### src/rtl/core/pali_pkg.sv
package pali_pkg;

    localparam int VERTICES_DEF      = 16;
    localparam int EDGE_CAPACITY_DEF = 1024;

    localparam int ID_W  = 4;
    localparam int LEN_W = 11;
    localparam int REQ_W = 3;
    localparam int POS_W = 10;
    localparam int STS_W = 2;

    localparam logic [REQ_W-1:0] REQ_ADD_PARENT   = 3'd0;
    localparam logic [REQ_W-1:0] REQ_ADD_CHILD    = 3'd1;
    localparam logic [REQ_W-1:0] REQ_ADD_NEIGHBOR = 3'd2;
    localparam logic [REQ_W-1:0] REQ_ADD_SIBLING  = 3'd3;
    localparam logic [REQ_W-1:0] REQ_READ         = 3'd4;

    localparam logic [STS_W-1:0] STS_OK    = 2'd0;
    localparam logic [STS_W-1:0] STS_FULL  = 2'd1;
    localparam logic [STS_W-1:0] STS_RANGE = 2'd2;

    typedef struct packed {
        logic shift;
        logic bump_start;
        logic bump_count;
    } ring_ctl_t;

    typedef enum logic [4:0] {
        S_IDLE = 5'b00001,
        S_SCAN = 5'b00010,
        S_MOVE = 5'b00100,
        S_RD   = 5'b01000,
        S_FIN  = 5'b10000
    } state_t;

endpackage

### src/rtl/core/pali_cell.sv
// One list descriptor: start offset and length. Take the neighbor's entry on shift,
// bumping either field as requested.
module pali_cell #(
    parameter int CNT_W = 11
) (
    input  logic                clk,
    input  logic                rst_n,
    input  pali_pkg::ring_ctl_t ctl,
    input  logic [CNT_W-1:0]    start_in,
    input  logic [CNT_W-1:0]    count_in,
    output logic [CNT_W-1:0]    start_out,
    output logic [CNT_W-1:0]    count_out
);

    logic [CNT_W-1:0] start_reg, start_next;
    logic [CNT_W-1:0] count_reg, count_next;

    always_comb
    begin
        start_next = start_reg;
        count_next = count_reg;
        if (ctl.shift)
        begin
            start_next = start_in + CNT_W'(ctl.bump_start);
            count_next = count_in + CNT_W'(ctl.bump_count);
        end
    end

    always_ff @(posedge clk or negedge rst_n)
    begin
        if (!rst_n)
        begin
            start_reg <= '0;
            count_reg <= '0;
        end
        else
        begin
            start_reg <= start_next;
            count_reg <= count_next;
        end
    end

    assign start_out = start_reg;
    assign count_out = count_reg;

endmodule

### src/rtl/core/pali_ring.sv
// Circular chain of list descriptors. Cell 0 is the head; on each shift every
// cell takes its upper neighbor, and the last cell takes the head with updates applied.
module pali_ring #(
    parameter int LISTS = 64,
    parameter int CNT_W = 11
) (
    input  logic                clk,
    input  logic                rst_n,
    input  pali_pkg::ring_ctl_t ctl,
    output logic [CNT_W-1:0]    head_start,
    output logic [CNT_W-1:0]    head_count
);

    logic [CNT_W-1:0] start_q [LISTS];
    logic [CNT_W-1:0] count_q [LISTS];

    for (genvar i = 0; i < LISTS; i++)
    begin : g_cell
        pali_pkg::ring_ctl_t cell_ctl;
        logic [CNT_W-1:0]    start_in;
        logic [CNT_W-1:0]    count_in;

        if (i == LISTS - 1)
        begin : g_tail
            assign cell_ctl = ctl;
            assign start_in = start_q[0];
            assign count_in = count_q[0];
        end
        else
        begin : g_body
            assign cell_ctl = '{shift: ctl.shift, bump_start: 1'b0, bump_count: 1'b0};
            assign start_in = start_q[i+1];
            assign count_in = count_q[i+1];
        end

        pali_cell #(
            .CNT_W(CNT_W)
        ) u_cell (
            .clk      (clk),
            .rst_n    (rst_n),
            .ctl      (cell_ctl),
            .start_in (start_in),
            .count_in (count_in),
            .start_out(start_q[i]),
            .count_out(count_q[i])
        );
    end

    assign head_start = start_q[0];
    assign head_count = count_q[0];

endmodule

### config.mk
export PLATFORM = sky130hd
export DESIGN_NAME = pali_ring
export DESIGN_NICKNAME = d
export VERILOG_FILES = /design/src/rtl/core/pali_pkg.sv /design/src/rtl/core/pali_cell.sv /design/src/rtl/core/pali_ring.sv
export SDC_FILE = /design/constraint.sdc
export NUM_CORES = 1
export LEC_CHECK = 0
export CAP_MARGIN = 20
export CORE_ASPECT_RATIO = 1.75
export CORE_UTILIZATION = 55
export CTS_BUF_LIST = sky130_fd_sc_hd__clkbuf_4 sky130_fd_sc_hd__clkbuf_8
export CTS_CLUSTER_SIZE = 8
export DETAILED_ROUTE_END_ITERATION = 7
export DONT_BUFFER_PORTS = 1
export PLACE_DENSITY = 0.7
export SLEW_MARGIN = 5
export SYNTH_ARGS = -nofsm -noshare
export SYNTH_HDL_FRONTEND = slang
export SYNTH_SLANG_ARGS = --single-unit
### constraint.sdc
create_clock -name clk -period 3.9 [get_ports clk]
set_clock_uncertainty 0.1 [all_clocks]
set_input_delay 0.39 -clock clk [delete_from_list [all_inputs] [get_ports clk]]
set_output_delay 0.39 -clock clk [all_outputs]
set_load 0.1 [all_outputs]
==> run summary, run 1 <==
run status -> aborted with a tool error
RD Place Congestion -> 0.803
H-tree depth -> 4
total setup buffers inserted after CTS -> 0
post-synthesis cell type count -> 21
sequential share of the synthesized area -> 0.674
Stop Error -> [ERROR RSZ-0060] Max buffer count reached.
# IOs -> 27
PostCTS Resize Cnt -> 0
CTS sink count -> 1,408
DIE WIDTH -> 235 µm
synthesized area -> 0.0522 mm²
port bufs -> 0
clk root buf -> clkbuf_8
Most used DFF post-synth -> dfrtp_1
hpwl dp -> 40.7 mm
ys async rst share -> 1.00
initial core utilization -> 0.555
EDFF count, synth -> 0
cells after synthesis -> 3,047
leading cell type by number of instances after synthesis -> dfrtp_1
CTS buffer count -> 200
Post-Syn Nets -> 3,056
Commonest cells post-synth -> dfrtp_1 (1,408), mux2_2 (1,390), buf_2 (155)
Die Span Y -> 410 µm
share of the synthesized area in the top cell type -> 0.674
largest cells by area after synthesis -> dfrtp_1 (67%), mux2_2 (30%), buf_2 (1.5%)
hold buffers post-CTS -> 882
std cell rows -> 149
Avg Inst Size Synth -> 17.1 µm²
clock buffer depth -> 3
Fail Step -> clock tree synthesis
Seq cells post-synth -> 1,408
cell taking the most area after synthesis -> dfrtp_1
Setup WS pre-CTS -> 1.33 ns
yosys warns -> 0
Placement Cell Area -> 0.0534 mm²
## stage by stage
step,utilization,cells
3_3_place_gp,0.567,4139
3_5_place_dp,0.567,4139
2_1_floorplan,-,3047
## kinds of logic after synthesis
family,Yosys count,share of synthesized area
flops,1408,0.674
mux,1390,0.300
buf+inv,161,0.0154
simple gates,48,0.00524
compound gates,30,0.00340
xor+xnor,6,0.00101
fa+ha+maj,4,0.000958
==> inputs of run 2 (changes only) <==
Settings changed: CORE_ASPECT_RATIO 1.75 to unset, CORE_UTILIZATION 55 to 40, CTS_BUF_LIST sky130_fd_sc_hd__clkbuf_4 sky130_fd_sc_hd__clkbuf_8 to unset, CTS_CLUSTER_SIZE 8 to unset, PLACE_DENSITY 0.7 to unset, PLACE_DENSITY_LB_ADDON set to 0.15.
==> run summary, run 2 <==
run status -> finished with violations
failing checks -> hold timing
most common cell after layout, fill and taps aside -> dfrtp_1
power share of the clock group -> 0.375
reg-to-reg endpoint -> g_cell[63].u_cell.start_out[10]$_DFFE_PN0P_
cell taking the most area after synthesis -> dfrtp_1
Final Hold Violating Endpoints -> 188
share of the synthesized area in the top cell type -> 0.674
area of the multi-input gates -> 0.0162 mm²
area grow syn2layout -> 24.5%
leakage -> 32.8 nW
ys async rst share -> 1.00
Commonest cells post-synth -> dfrtp_1 (1,408), mux2_2 (1,390), buf_2 (155)
critical path endpoint category -> register
CTS buffer count -> 148
final net count -> 3,666
initial antenna violation count -> 1
WL final -> 78.3 mm
1st-iter DRT viols -> 1,218
worst slew pin tran -> 1.30 ns
Slew HR -> 0.134
fmax -> 320 MHz
sequential cell area -> 0.0352 mm²
DRC -> 0
Avg Inst Size Synth -> 17.1 µm²
grt ovf -> 0
TritonCTS clock tree -> done
sequential share of the synthesized area -> 0.674
hold slack final -> -0.149 ns
Slew Limit Fails -> 0
yosys warns -> 0
Final Cell Area -> 0.0650 mm²
Seq cells post-synth -> 1,408
CP max FO -> 4
worst-skew pair later-pin latency -> 0.75 ns
largest net degree at the start of global routing -> 1,141
Fill cells -> 10.8k
RSZ-0062 raised after global routing -> false
Switch Pwr -> 8.14 mW
synthesized area -> 0.0522 mm²
# IOs -> 27
port bufs -> 0
Final Setup Violations -> 0
post-synthesis cell type count -> 21
Post-DRT Antenna Nets -> 0
worst endpoint required time -> 4.48 ns
FF-to-FF setup slack -> 0.77 ns
clock buffer depth -> 3
Placement Cell Area -> 0.0539 mm²
first-pass GRT wire length -> 139 mm
total core area -> 0.129 mm²
largest cells by area after synthesis -> dfrtp_1 (67%), mux2_2 (30%), buf_2 (1.5%)
Switching Fraction -> 0.221
Worst VDD drop -> 0.354 mV
Startpoint Class -> register
most frequent cells in the layout -> dfrtp_1 (1,408), mux2_2 (1,390), dlygate4sd3_1 (589)
layout cells sized above 1 -> 0.438
Total GRT Usage -> 0.123
FF-to-FF path depth -> 6
Comb pwr share -> 0.132
CTS clock-pin slew for the worst setup and hold paths -> 0.06 ns
sequential power share -> 0.493
via count -> 26.0k
DIE WIDTH -> 363 µm
P_int -> 28.7 mW
std cell rows -> 132
Ant. Diodes -> 0
post-DR vias/cell -> 4.72
Die Span Y -> 363 µm
setup tns final -> 0 ns
Cell Pwr Density -> 567 mW/mm²
clk root buf -> clkbuf_16
Post-Syn Nets -> 3,056
Hold Crit Class -> in2async
leading cell type by number of instances after synthesis -> dfrtp_1
number of global-route vias before repair -> 28.9k
wire per inst -> 14.2 µm
die area -> 0.132 mm²
CP arrival -> 3.71 ns
H-tree depth -> 4
PostCTS Resize Cnt -> 0
fin crit share -> 0.802
drt pass-1 iters -> 4
EDFF count, synth -> 0
total setup buffers inserted after CTS -> 0
Max Cap Viol -> 0
Most used DFF post-synth -> dfrtp_1
hpwl dp -> 34.9 mm
cells after synthesis -> 3,047
critical path class -> reg2reg
RD Place Congestion -> 0.681
CTS sink count -> 1,408
R2R Path Start -> g_cell[0].u_cell.start_out[0]$_DFFE_PN0P_
initial core utilization -> 0.403
Final Critical Period -> 3.13 ns
## run 2: through the flow
step           setup slack, ns  utilization  power (mW)  std cells
2_1_floorplan             1.51            -        20.7       3047
3_3_place_gp            -0.776        0.416        21.2       4644
3_5_place_dp             -1.07        0.416        21.4       4645
4_1_cts                  0.128        0.499        37.2       5493
5_1_grt                  0.610        0.502        38.8       5510
6_report                 0.774        0.502        36.8       5510
## run 2: cells by family (layout without fill, tap and decap cells)
kind of cell / count (synthesis) / after routing / share of synthesized area
flip-flops: 1408 / 1408 / 0.674
multiplexers: 1390 / 1390 / 0.300
buffers and inverters: 161 / 882 / 0.0154
AND/OR/NAND/NOR: 48 / 48 / 0.00524
AO/OA/AOI/OAI: 30 / 30 / 0.00340
XOR/XNOR: 6 / 6 / 0.00101
adder cells (fa/ha/maj): 4 / 4 / 0.000958
## run 2: worst max-delay path: stages, from the launching register on
cell,delay [ns]
dfrtp_1,0.95
ha_1,0.39
ha_1,0.28
inv_1,0.10
or4_1,0.51
a31oi_1,0.16
dlygate4sd3_1,0.55
## run 2: timing repair
item / CTS / global route
endpoints found under the setup margin: 234 / 0
hold buffers: 586 / 10
hold endpoints to repair: 1024 / 172
## run 2: power by group through the flow
stage	clock network, mW	logic (mW)	registers (mW)
6_report	13.8	4.86	18.2
5_1_grt	15.0	5.34	18.5
4_1_cts	14.4	4.60	18.2
3_5_place_dp	0	2.92	18.5
3_3_place_gp	0	2.79	18.4
2_1_floorplan	0	2.65	18.0
## run 2: worst max path at each step
stage	from	end	slack (ns)	depth (start not counted)
2_1_floorplan	g_cell[0].u_cell.count_out[0]$_DFFE_PN0P_	g_cell[63].u_cell.count_out[10]$_DFFE_PN0P_	1.51	5
3_3_place_gp	rst_n	g_cell[32].u_cell.count_out[0]$_DFFE_PN0P_	-0.78	4
3_5_place_dp	rst_n	g_cell[30].u_cell.count_out[0]$_DFFE_PN0P_	-1.07	5
4_1_cts	rst_n	g_cell[16].u_cell.count_out[2]$_DFFE_PN0P_	0.13	5
5_1_grt	g_cell[0].u_cell.count_out[0]$_DFFE_PN0P_	g_cell[63].u_cell.count_out[10]$_DFFE_PN0P_	0.61	6
6_report	g_cell[0].u_cell.start_out[0]$_DFFE_PN0P_	g_cell[63].u_cell.start_out[10]$_DFFE_PN0P_	0.77	6
## run 2: layer usage
| metal | global-route usage | up-vias | wire length, µm |
|---|---|---|---|
| met5 | 0 | - | 0 |
| met4 | 0.0515 | 0 | 2210 |
| met2 | 0.202 | 211 | 38500 |
| met1 | 0.160 | 13500 | 35300 |
| met3 | 0.0255 | 150 | 2340 |
| li1 | - | 12100 | - |
## run 2: layout make-up
type | instances | area share
clock inverters | 44 | 0.00737
inverters | 2 | 0.000115
multi-input cells | 1478 | 0.249
well taps | 1742 | 0.0335
flip-flops and latches | 1408 | 0.542
clock buffers | 217 | 0.0670
repair buffers | 619 | 0.101
Power figures use the tool's default switching activity.
